<file path="config.mk">
export PLATFORM = sky130hd
export DESIGN_NAME = srt_ctrl
export DESIGN_NICKNAME = d
export VERILOG_FILES = /design/src/sv/srt_pkg.sv /design/src/sv/srt_ctrl.sv
export SDC_FILE = /design/constraint.sdc
export NUM_CORES = 1
export LEC_CHECK = 0
export CORE_AREA = 2 2 39 41
export CTS_CLUSTER_SIZE = 10
export DETAILED_ROUTE_END_ITERATION = 16
export DIE_AREA = 0 0 41 43
export DONT_BUFFER_PORTS = 1
export MAX_ROUTING_LAYER = met4
export PLACE_DENSITY = 0.44
export SLEW_MARGIN = 25
export SYNTH_ARGS = -nofsm -noshare
export SYNTH_HDL_FRONTEND = slang
export SYNTH_SLANG_ARGS = --single-unit
</file>
<file path="constraint.sdc">
create_clock -name i_clk -period 2.1 [get_ports i_clk]
set_input_delay 0.42 -clock i_clk [delete_from_list [all_inputs] [get_ports i_clk]]
set_output_delay 0.42 -clock i_clk [all_outputs]
set_load 0.05 [all_outputs]
</file>
<file path="src/sv/srt_pkg.sv">
// Shared types and constants for the stable rank table.
// Used by srt_ctrl, srt_dp and stable_rank_table.
package srt_pkg;

    localparam int INDEX_W = 10;
    localparam int VALUE_W = 32;
    localparam int RANK_W  = 11;
    localparam int CNT_W   = 11;

    localparam logic [CNT_W-1:0] CNT_RESET = 11'd1024;

    localparam logic CMD_WRITE = 1'b0;
    localparam logic CMD_QUERY = 1'b1;

    typedef struct packed {
        logic accept_wr;
        logic accept_qry;
        logic reject;
        logic key_load;
        logic scan;
        logic out_load;
    } t_ctrl_cmd;

    typedef struct packed {
        logic in_range;
        logic scan_last;
    } t_ctrl_sts;

endpackage

</file>
<file path="src/sv/srt_ctrl.sv">
// Controller for the stable rank table: sequences write, key read, scan and result load.
// Depends on srt_pkg; drives srt_dp through t_ctrl_cmd.
module srt_ctrl (
    input  logic               i_clk,
    input  logic               i_rst_n,
    input  logic               s_axis_tvalid,
    output logic               s_axis_tready,
    input  logic               i_command,
    output logic               m_axis_tvalid,
    input  logic               m_axis_tready,
    input  srt_pkg::t_ctrl_sts i_sts,
    output srt_pkg::t_ctrl_cmd o_cmd
);

    typedef enum logic [3:0] {
        S_IDLE = 4'b0001,
        S_KEY  = 4'b0010,
        S_SCAN = 4'b0100,
        S_OUT  = 4'b1000
    } t_state;

    t_state r_state, n_state;
    logic   r_out_valid, n_out_valid;
    logic   accept;

    assign s_axis_tready = (r_state == S_IDLE);
    assign accept        = s_axis_tvalid && s_axis_tready;
    assign m_axis_tvalid = r_out_valid;

    always_comb begin
        n_state     = r_state;
        n_out_valid = r_out_valid;
        o_cmd       = '0;
        if (r_out_valid && m_axis_tready) begin
            n_out_valid = 1'b0;
        end
        case (r_state)
            S_IDLE: begin
                if (accept) begin
                    if (i_command == srt_pkg::CMD_WRITE) begin
                        o_cmd.accept_wr = 1'b1;
                    end else if (i_sts.in_range) begin
                        o_cmd.accept_qry = 1'b1;
                        n_state          = S_KEY;
                    end else begin
                        o_cmd.reject = 1'b1;
                        n_state      = S_OUT;
                    end
                end
            end
            S_KEY: begin
                o_cmd.key_load = 1'b1;
                n_state        = S_SCAN;
            end
            S_SCAN: begin
                o_cmd.scan = 1'b1;
                if (i_sts.scan_last) begin
                    n_state = S_OUT;
                end
            end
            S_OUT: begin
                if (!r_out_valid || m_axis_tready) begin
                    o_cmd.out_load = 1'b1;
                    n_out_valid    = 1'b1;
                    n_state        = S_IDLE;
                end
            end
            default: begin
                n_state = S_IDLE;
            end
        endcase
    end

    always_ff @(posedge i_clk) begin
        if (!i_rst_n) begin
            r_state     <= S_IDLE;
            r_out_valid <= 1'b0;
        end else begin
            r_state     <= n_state;
            r_out_valid <= n_out_valid;
        end
    end

endmodule

</file>
======== Word-level counts from Yosys, hierarchy flattened ========
Index checks and enable logic that the tools add are counted.
storage, ports and cells
  bits in registers ....................... 5
  input bits .............................. 7
  output and inout port bits .............. 8
  logic and storage cells ................. 34
operators by class
  equal/unequal tests ..................... 8
  muxes and demuxes ....................... 19
  reduce and logical (&&, ||, !) cells .... 5
operator list
  kind                  count
  $mux W4               5
  $pmux W4 S4           1
  $mux W1               10
  $mux W3               2
  $eq A4 B1 Y1 const B  1
  $eq A4 B2 Y1 const B  1
  $eq A4 B3 Y1 const B  1
  $eq A4 B4 Y1 const B  1
  $ne A2 B1 Y1 const B  2
  $ne A2 B2 Y1 const B  2
  $reduce_and A4 Y1     1
  $logic_and A1 B1 Y1   2
  $mux W2               1
  $logic_not A1 Y1      1
  $logic_or A1 B1 Y1    1

======== Logic depth before layout (Yosys ltp) ========
Gate-level depths: netlist (run 1).
  depth in word-level cells ............... 4
  gate-level depth with buffers ........... 4
  mapped depth without buffers ............ 4

======== Worst setup path after synthesis (run 1) ========
No wires, ideal clock.
  path type ............................... register to register
  start ................................... register r_state[2]
  end ..................................... register r_state[0]
  setup time .............................. 140 ps
  arrival ................................. 2521 ps
  data required time ...................... 1960 ps
  slack ................................... -561 ps
  stages on the path, launching flop included .. 4
  path buffers ............................ 0
  clock period less this slack ............ 2661 ps
  path through ............................ dfxtp_1 > nor4b_1 > nor2b_1 > o311ai_0
on the way
  cells in the longest elaborated chain, start to end .. 4
  elaborated cells between the ends (all ways) .. 11
  those cells by class .................... eq/ne (8); mux (1); reduce/logical (2)
ends and longest elaborated chain
  element                      RTL line                        source
  from (decl)                  srt_ctrl.sv:22                  t_state r_state, n_state;
  from (signal assigned)       srt_ctrl.sv:79                  r_state <= n_state;
  $eq A4 B1 Y1                 srt_ctrl.sv:26, srt_ctrl.sv:37
  $logic_and A1 B1 Y1          srt_ctrl.sv:27                  assign accept = s_axis_tvalid && s_axis_tready;
  $ne A2 B1 Y1 (no line)       -
  $reduce_and A4 Y1 (no line)  -
Several ways; a longest one is shown, not always the timed one.
A chain may end at the register's enable or synchronous reset.

==> implementation parameters, run 1 <==
Parameter                              Value

Run status
  Result of the run ... completed

Die
  Die area ... ~0.0018 sq mm
  Row cnt ... 14
  Overall die height ... around 43 microns
  Starting utilization of the core area ... 20.43%
  Boundary pin count ... 15
  Core outline area ... 0.001384 sq mm
  Floorplan die width ... just over 40 microns

Critical path
  Sum of buffers and inverters on the critical path ... 1
  Required time at the endpoint of the critical path ... between 1.5 and 2 ns
  Reg-to-reg setup timing slack ... 0.43 ns
  Stages on worst setup path ... 3
  Worst stage delay on the critical path ... around 0.61 ns
  Slowest stage cell on the critical path ... or4b_4
  Worst flop-to-flop path endpoint ... r_state[0]$_SDFFE_PN1P_
  Crit Reg-Reg Startpoint ... r_state[1]$_SDFFE_PN0P_
  Kind of launch point of the worst setup path ... register
  Critical setup path kind ... reg -> out
  Kind of cell with the highest combined delay on the critical path ... simple AND/OR/NAND/NOR gates
  Arrival @ worst endpoint ... around 1.6 ns
  Cell-by-cell trace of the critical path ... or4b_4 > nor3_4 > buf_4
  Nature of the critical path endpoint ... primary output
  Register-to-Register Path Depth ... 4
  Maximum fanout count along the critical path ... 6

Job
  Max-cap violation count ... 0

Timing
  Worst-Margin Slew ... approximately 0.49 ns
  Count of final max-slew check failures ... 0
  Peak Freq ... a little under 500 MHz
  Final Hold Violating Endpoints ... 0
  Tmin final ... 2.036 ns
  Clock tree skew after final layout ... between 0.003 and 0.004 ns
  Setup violation total in the final timing report ... 0
  Post-Route Setup TNS ... 0 ns
  Worst slew margin relative to its limit ... 66.78%
  Period Utilization, post-route ... about 97%

Global route
  Via count of the first global-routing pass ... approximately 260
  Number of antenna violations at the first check in global routing ... 0
  Remaining global-route overflow ... 0
  First-pass GRT wire length ... approximately 1100 microns
  Largest net degree at the start of global routing ... 7
  Tot GR Track Use ... under 10%

Placed design
  Detailed-placement wirelength estimate ... between 500 and 600 microns
  Number of placed instances with taps included ... 53
  Port buffer count ... 0
  Routability Congestion ... approximately 0.76
  Post-DP Area ... between 300 and 400 sq um

CTS
  H-Tree Level Count ... 1
  Insertion delay of the later-clocked pin in the worst-skew pair ... ~0.24 ns
  Number of clock sinks ... 5
  Clock tree buffer depth ... 2
  TritonCTS clock tree ... yes
  Clk slew on worst S/H paths ... 0.04 ns
  Num CTS Buffers ... 3
  Number of post-CTS setup repair buffers ... 0
  Clock tree root driver cell ... clkbuf_4

Final layout
  Share of the core filled with cells in the final layout ... approximately 30%
  Final non-filler cell area ... 410.4 sq um
  Post-synthesis to final-layout area growth ... 45.13%
  Final #Nets ... 49
  Antenna diode instance count ... 0
  Fillers ... roughly 170
  Post-route insts no fill ... 57
  Ratio of cells with drive above 1 in the final layout ... 41.46%

Yosys
  Post-synthesis cell area ... 282.8 sq um
  Yosys warnings ... 0
  Count of state elements after synthesis ... 5
  Sequential fraction of the synthesis area ... between 30% and 40%
  Synth Area per Inst ... 9.426 sq um
  Cell count after synthesis ... 30
  Synth cell types ... 17
  Mapped Nets ... 37

Hold path
  Hold path startpoint ... i_rst_n
  Cell depth of the worst min-delay path ... 1
  Worst hold path class ... in -> reg
  Worst hold endpoint ... r_state[0]$_SDFFE_PN1P_

Power and ir drop
  Power density over the cells ... around 660 mW/mm^2
  Total chip power ... about 270 uW
  Peak supply drop ... a little over 0.3 mV
  Static power due to leakage ... 0.0001627 uW

Routing
  Detailed-routing iteration count for the pre-antenna-repair pass ... 1
  Wire length per cell after detailed routing ... 12.07 microns
  DRC viols ... 0
  Vias after detailed routing ... between 200 and 300
  Count of nets left with antenna violations after detail routing ... 0
  Total length of routed wires ... 688 microns
  First-iteration detailed-routing DRC count ... 0
  Via count normalized by instance count ... roughly 4.8
## layout make-up
cell class / count / area, sq um / area share (%)
clock buffers: 4 / 26.28 / 6.402
inverters: 2 / 7.507 / 1.829
well taps: 16 / 20.02 / 4.878
repair buffers: 7 / 56.30 / 13.72
multi-input cells: 23 / 198.9 / 48.48
flip-flops and latches: 5 / 101.3 / 24.70
## synth_stat cells
master / number / area, sq um
xor2_1: 1 / 8.760
nor2b_1: 3 / 18.77
or4b_4: 1 / 13.76
nor2_1: 1 / 3.750
and2_1: 3 / 18.77
nor3_4: 1 / 16.27
nand2_1: 2 / 7.510
o311ai_0: 1 / 8.760
inv_1: 2 / 7.510
o31a_2: 1 / 10.01
nor3b_1: 1 / 7.510
nand3_1: 1 / 5.000
o211a_1: 1 / 10.01
dfxtp_1: 5 / 100.1
o21a_1: 2 / 15.01
o21ai_0: 1 / 5.000
nor4b_1: 3 / 26.28
## cells by family (layout without fill, tap and decap cells)
kind of cell	Yosys count	in the layout	share of synthesized area [%]
simple gates	16	16	41.60
compound gates	6	6	17.25
flops	5	5	35.40
buf+inv	2	13	2.656
xor+xnor	1	1	3.098
## worst reg2reg max path: stages, from the launching register on
cell	delay, ns
dfxtp_1	0.35
or4b_4	0.61
inv_1	0.37
nand2_1	0.11
o311ai_0	0.11
## cells in the final DEF (no fill, tap or decap), types with 2 or more instances in the layout
cell and instances:
o21a_1 2, and2_1 3, clkbuf_4 3, nor2b_1 3, inv_1 2, buf_4 6
nand2_1 2, dfxtp_1 4, nor4b_2 2
## metal layers
layer | global-route usage [%] | part of all wire, %
met5 | - | 0
met4 | 7.333 | 1.7
met3 | 4.188 | 6.1
met2 | 12.81 | 50
met1 | 10.97 | 42
## stage by stage
stage | hold slack (ns) | setup WS (ns)
CTS | 0.2623 | 0.001643
global route | 0.2880 | -0.0009025
global placement | 0.5133 | 0.3264
floorplan | 0.5113 | 0.04446
finish | 0.2771 | 0.06358
detailed placement | 0.5210 | 0.2714
## worst max-delay path by stage
| stage | startpoint | end | slack (ns) |
|---|---|---|---|
| 3_5_place_dp | r_state[0]$_SDFFE_PN1P_ | o_cmd[5] | 0.27 |
| 6_report | r_state[1]$_SDFFE_PN0P_ | o_cmd[3] | 0.06 |
| 5_1_grt | r_state[1]$_SDFFE_PN0P_ | o_cmd[3] | -0.0009 |
| 2_1_floorplan | r_state[0]$_SDFFE_PN1P_ | o_cmd[4] | 0.04 |
| 3_3_place_gp | r_state[0]$_SDFFE_PN1P_ | o_cmd[3] | 0.33 |
| 4_1_cts | r_state[0]$_SDFFE_PN1P_ | o_cmd[5] | 0.002 |
## registers in the layout, indices dropped and copies added, names as in the netlist
name,count
m_axis_tvalid,1
r_state,4
## where the power goes
part / internal, uW / switching, uW
registers: 99.3 / 5.85
clock network: 71.6 / 36.1
logic: 20.3 / 38.8
## timing repair
action	4_1_cts	5_1_grt
hold buffers	0	0
setup endpoints to repair	0	2
gates resized for setup	0	3
No activity file was read; power rests on OpenSTA's default activity.
==> run 2, diff against run 1 <==
Settings changed: RECOVER_POWER from default to 25.
==> run 2 against run 1 <==
Worst setup slack stayed put. Routed wire length stayed put. Cell count stayed put. Sequential share of layout area is 0.23 points higher. First-iteration DRC count stayed put. Clock skew stayed put. Power hardly changed. Register-to-register slack hardly changed. Sequential power hardly changed. Largest cell class unchanged.
==> implementation parameters, run 2 (synthesis gave the netlist of run 1 again) <==
Parameter                              Value

Final layout
  Footprint of the multi-input gates ... 198.9 sq um
  Final non-filler cell area ... between 400 and 500 sq um
  Antenna diode instance count ... 0
  Top library cells by usage in the layout, fill and taps aside ... buf_4 (5), dfxtp_1 (4), nor2b_1 (3), and2_1 (3), clkbuf_4 (3)
  Register containing the most flip-flops in the final layout ... r_state
  Ratio of cells with drive above 1 in the final layout ... between 30% and 40%
  Area taken by flip-flops and latches ... about 100 sq um
  Largest register FFs ... 4
  Fillers ... around 160
  Commonest non-fill, non-tap cell in the layout ... buf_4
  Post-route insts no fill ... 57
  Post-synthesis to final-layout area growth ... 43.81%
  Final #Nets ... between 40 and 50

Critical path
  Kind of launch point of the worst setup path ... register
  Nature of the critical path endpoint ... primary output
  Maximum fanout count along the critical path ... 6
  Required time at the endpoint of the critical path ... roughly 1.7 ns
  Cell-by-cell trace of the critical path ... or4b_4 > nor3_4 > buf_4
  Worst stage delay on the critical path ... 0.61 ns
  Arrival @ worst endpoint ... ~1.6 ns
  Critical setup path kind ... reg -> out
  Slowest stage cell on the critical path ... or4b_4

CTS
  H-Tree Level Count ... 1
  Number of clock sinks ... 5
  Clk slew on worst S/H paths ... approximately 0.04 ns
  Clock tree buffer depth ... 2
  Number of post-CTS setup repair buffers ... 0
  Num CTS Buffers ... 3
  Insertion delay of the later-clocked pin in the worst-skew pair ... roughly 0.24 ns
  TritonCTS clock tree ... yes
  Clock tree root driver cell ... clkbuf_4

Power and ir drop
  Net switching power ... between 80 and 90 uW
  Seq pwr share ... 38.7%
  Clock network fraction of total power ... 39.6%
  Peak supply drop ... approximately 0.31 mV
  Switching share of power ... between 20 and 30%
  Power density over the cells ... between 600 and 700 mW/mm^2
  Comb pwr share ... between 20% and 30%
  Internal power ... ~190 uW
  Static power due to leakage ... approximately 0.00016 uW

Routing
  Wire length on met1 ... roughly 290 microns
  Total length of routed wires ... around 690 microns
  Count of nets left with antenna violations after detail routing ... 0
  Wire length per cell after detailed routing ... 12.07 microns
  Top routing layer in use ... met4
  WL met3 ... around 42 microns
  Total length of routed met2 wires ... 345 microns
  Vias after detailed routing ... approximately 270
  Via count normalized by instance count ... 4.772
  DRC viols ... 0
  First-iteration detailed-routing DRC count ... 0
  Detailed-routing iteration count for the pre-antenna-repair pass ... 1

Global route
  Largest net degree at the start of global routing ... 7
  Via count of the first global-routing pass ... ~260
  Remaining global-route overflow ... 0
  Tot GR Track Use ... approximately a tenth
  Number of antenna violations at the first check in global routing ... 0
  First-pass GRT wire length ... 1090 microns

Die
  Floorplan die width ... about 41 microns
  Die area ... roughly 0.0018 sq mm
  Boundary pin count ... 15
  Overall die height ... ~43 microns
  Core outline area ... between 0.001 and 0.0015 sq mm
  Row cnt ... 14
  Starting utilization of the core area ... between 20 and 25%

Timing
  Count of final max-slew check failures ... 0
  Period Utilization, post-route ... 96.97%
  Final worst setup slack ... approximately 0.064 ns
  Peak Freq ... about 500 MHz
  Tmin final ... slightly above 2 ns
  Clock tree skew after final layout ... about 0.0033 ns
  Setup violation total in the final timing report ... 0
  Final Hold Violating Endpoints ... 0
  Worst-Margin Slew ... 0.6020 ns
  Post-Route Setup TNS ... 0 ns
  Worst slew margin relative to its limit ... between 60 and 70%

Placed design
  Post-DP Area ... approximately 370 sq um
  Worst-case setup slack after placement ... roughly 0.27 ns
  Number of placed instances with taps included ... 53
  Routability Congestion ... 0.7577
  Port buffer count ... 0
  Detailed-placement wirelength estimate ... about 550 microns

Job
  Max-cap violation count ... 0

Run status
  Result of the run ... completed

Hold path
  Worst hold path class ... in -> reg
run 2: cell types whose count changed in the layout (fill, tap and decap cells not counted):
cell	change
clkbuf_1	+1
buf_4	-1
run 2: power groups by stage:
stage	Combinational, uW	Clock [uW]	Sequential [uW]
after CTS	56.1	116	105
after detailed placement	55.9	0	106
after global routing	63.6	118	106
final	59.0	108	105
after global placement	54.6	0	106
after floorplan	45.9	0	106
run 2: worst max-delay path, delay by kind of cell, from the launching register on:
kind                   cells  cell delay (ns)
buffers and inverters      1             0.22
DFF                        1             0.35
and+or+nand+nor            2             0.80
run 2: layout make-up:
class	instances	share of cell area, %
Tap cell	16	4.923
Sequential cell	5	24.92
Inverter	2	1.846
Timing Repair Buffer	7	12.92
Clock buffer	4	6.462
Multi-Input combinational cell	23	48.92
run 2: what timing repair did:
item / CTS / global route
hold buffers: 0 / 0
resized for setup: 0 / 3
endpoints found under the setup margin: 0 / 2
run 2: final timing paths:
kind / from / end / slack (ns) / cells after the start
setup / recovery: r_state[1]$_SDFFE_PN0P_ / o_cmd[3] / 0.06 / 3
hold / removal: i_rst_n / r_state[0]$_SDFFE_PN1P_ / 0.28 / 1
setup reg to reg: r_state[1]$_SDFFE_PN0P_ / r_state[0]$_SDFFE_PN1P_ / 0.43 / 4
hold reg to reg: m_axis_tvalid$_SDFF_PN0_ / m_axis_tvalid$_SDFF_PN0_ / 0.66 / 2
run 2: metal layers:
layer | GRT usage (%) | up-vias
met2 | 12.81 | 8
met1 | 10.97 | 128
met3 | 4.188 | 2
met4 | 7.333 | 0
li1 | - | 134
met5 | - | -
run 2: stage by stage:
step / power [uW] / hold WS, ns / util, %
finish: 271.9 / 0.2771 / 29.39
global placement: 160.3 / 0.5133 / 26.94
detailed placement: 162.2 / 0.5210 / 26.94
CTS: 276.6 / 0.2623 / 28.84
floorplan: 151.5 / 0.5113 / -
global route: 287.4 / 0.2880 / 29.39
==> run 3, diff against run 2 <==
Settings changed: CELL_PAD_IN_SITES_DETAIL_PLACEMENT from default to 0, CELL_PAD_IN_SITES_GLOBAL_PLACEMENT from default to 1, PLACE_DENSITY 0.44 to 0.53.
==> run 3 against run 2 <==
Sequential cell count did not move. Final area fell by 2.5%. Sequential share of layout area rose by 0.63 points. First-iteration DRC count rose by 1. Maximum frequency rose by 1.2%. Register-to-register slack barely moved. Clock power barely moved. Worst hold slack improved by 0.024 ns.
==> implementation parameters, run 3 (synthesis gave the netlist of run 1 again) <==
Parameter                              Value

Power and ir drop
  Peak supply drop ... 0.2083 mV
  Net switching power ... between 70 and 80 uW
  Comb pwr share ... 20.6%
  Switching share of power ... 29.49%
  Internal power ... about 190 uW
  Power density over the cells ... around 680 mW/mm^2
  Total chip power ... between 200 and 300 uW
  Seq pwr share ... about 39%
  Static power due to leakage ... 0.0001559 uW
  Clock network fraction of total power ... between 40% and 50%

Final layout
  Largest register FFs ... 4
  Post-synthesis to final-layout area growth ... 40.27%
  Ratio of cells with drive above 1 in the final layout ... around two fifths
  Area taken by flip-flops and latches ... just over 100 sq um
  Share of the core filled with cells in the final layout ... between 20% and 30%
  Antenna diode instance count ... 0
  Fillers ... ~150
  Top library cells by usage in the layout, fill and taps aside ... buf_4 (6), dfxtp_1 (4), nor2b_1 (3), and2_1 (3), clkbuf_4 (3)
  Footprint of the multi-input gates ... slightly below 200 sq um
  Final #Nets ... a little under 50
  Commonest non-fill, non-tap cell in the layout ... buf_4
  Register containing the most flip-flops in the final layout ... r_state
  Final non-filler cell area ... roughly 400 sq um

Placed design
  Port buffer count ... 0
  Post-DP Area ... about 370 sq um
  Detailed-placement wirelength estimate ... 577 microns
  Routability Congestion ... ~0.75
  Worst-case setup slack after placement ... around 0.31 ns

Hold path
  Worst hold path class ... in -> reg
  Hold path startpoint ... i_rst_n
  Cell depth of the worst min-delay path ... 1
  Worst hold endpoint ... m_axis_tvalid$_SDFF_PN0_

Critical path
  Arrival @ worst endpoint ... roughly 1.6 ns
  Nature of the critical path endpoint ... primary output
  Maximum fanout count along the critical path ... 6
  Critical setup path kind ... reg -> out
  Register-to-Register Path Depth ... 4
  Crit Reg-Reg Startpoint ... r_state[1]$_SDFFE_PN0P_
  Kind of launch point of the worst setup path ... register
  Required time at the endpoint of the critical path ... 1.68 ns
  Reg-to-reg setup timing slack ... 0.42 ns
  Worst flop-to-flop path endpoint ... r_state[0]$_SDFFE_PN1P_

Die
  Floorplan die width ... between 40 and 50 microns
  Boundary pin count ... 15
  Row cnt ... 14
  Core outline area ... around 0.0014 sq mm
  Overall die height ... approximately 43 microns
  Die area ... around 0.0018 sq mm
  Starting utilization of the core area ... 20.43%

Routing
  First-iteration detailed-routing DRC count ... 1
  Vias after detailed routing ... ~270
  Detailed-routing iteration count for the pre-antenna-repair pass ... 2
  Via count normalized by instance count ... roughly 4.7
  Total length of routed wires ... roughly 700 microns
  DRC viols ... 0
  Count of nets left with antenna violations after detail routing ... 0
  Wire length per cell after detailed routing ... between 10 and 15 microns

CTS
  H-Tree Level Count ... 1
  Number of clock sinks ... 5
  Number of post-CTS setup repair buffers ... 0
  Clock tree buffer depth ... 2
  Num CTS Buffers ... 3
  Clk slew on worst S/H paths ... 0.04 ns
  TritonCTS clock tree ... yes
  Clock tree root driver cell ... clkbuf_4
  Insertion delay of the later-clocked pin in the worst-skew pair ... between 0.2 and 0.25 ns

Timing
  RSZ-0062 raised after global routing ... no
  Peak Freq ... 497.1 MHz
  Worst slew margin relative to its limit ... between 60% and 70%
  Clock tree skew after final layout ... 0.0005146 ns
  Final Hold Violating Endpoints ... 0
  Count of final max-slew check failures ... 0
  Final worst setup slack ... around 0.088 ns
  Period Utilization, post-route ... between 90% and 100%
  Post-Route Setup TNS ... 0 ns
  Tmin final ... just over 2 ns
  Worst-Margin Slew ... 0.5938 ns
  Setup violation total in the final timing report ... 0

Global route
  First-pass GRT wire length ... about 1200 microns
  Largest net degree at the start of global routing ... 7
  Number of antenna violations at the first check in global routing ... 0
  Via count of the first global-routing pass ... just under 300
  Remaining global-route overflow ... 0
  Tot GR Track Use ... roughly 11%

Job
  Max-cap violation count ... 0

Run status
  Result of the run ... completed
run 3: cell type report:
class | instances | share of cell area (%)
sequential | 5 | 25.55
multi-input combinational | 23 | 48.58
inverter | 2 | 1.893
timing repair buffer | 7 | 12.30
clock buffer | 4 | 6.625
tap | 16 | 5.047
run 3: power by group through the flow:
stage | Clock (uW) | Combinational [uW] | Sequential [uW]
4_1_cts | 114 | 56.1 | 104
6_report | 108 | 55.3 | 105
3_5_place_dp | 0 | 55.8 | 106
3_3_place_gp | 0 | 55.4 | 106
5_1_grt | 123 | 58.9 | 105
2_1_floorplan | 0 | 45.9 | 106
run 3: worst max path at each step:
stage | start | slack, ns | endpoint
final | r_state[1]$_SDFFE_PN0P_ | 0.09 | o_cmd[5]
after global routing | r_state[3]$_SDFFE_PN0P_ | 0.01 | o_cmd[3]
after CTS | r_state[0]$_SDFFE_PN1P_ | 0.04 | o_cmd[3]
after detailed placement | r_state[0]$_SDFFE_PN1P_ | 0.31 | o_cmd[3]
after global placement | r_state[0]$_SDFFE_PN1P_ | 0.32 | o_cmd[3]
after floorplan | r_state[0]$_SDFFE_PN1P_ | 0.04 | o_cmd[4]
run 3: what timing repair did:
item / in CTS / in global routing
resized for setup: 0 / 1
endpoints found under the setup margin: 0 / 2
hold buffers: 0 / 0
run 3: per-layer routing:
layer  vias up  track usage [%]  wire length [microns]
met4         0            12.00                     25
met1       118            10.00                    249
met3         4            4.712                     66
li1        133                -                      -
met5         -                -                      0
met2        13            14.37                    354
run 3: stage by stage:
stage | hold slack (ns) | std cells
2_1_floorplan | 0.5113 | 30
3_3_place_gp | 0.5413 | 53
3_5_place_dp | 0.5427 | 53
4_1_cts | 0.2947 | 57
5_1_grt | 0.3007 | 57
6_report | 0.3014 | 57
run 3: worst max-delay path: stages (launching register included):
cell and delay (ns):
dfxtp_1 0.35, or4b_4 0.60, nor3b_2 0.20, buf_4 0.21
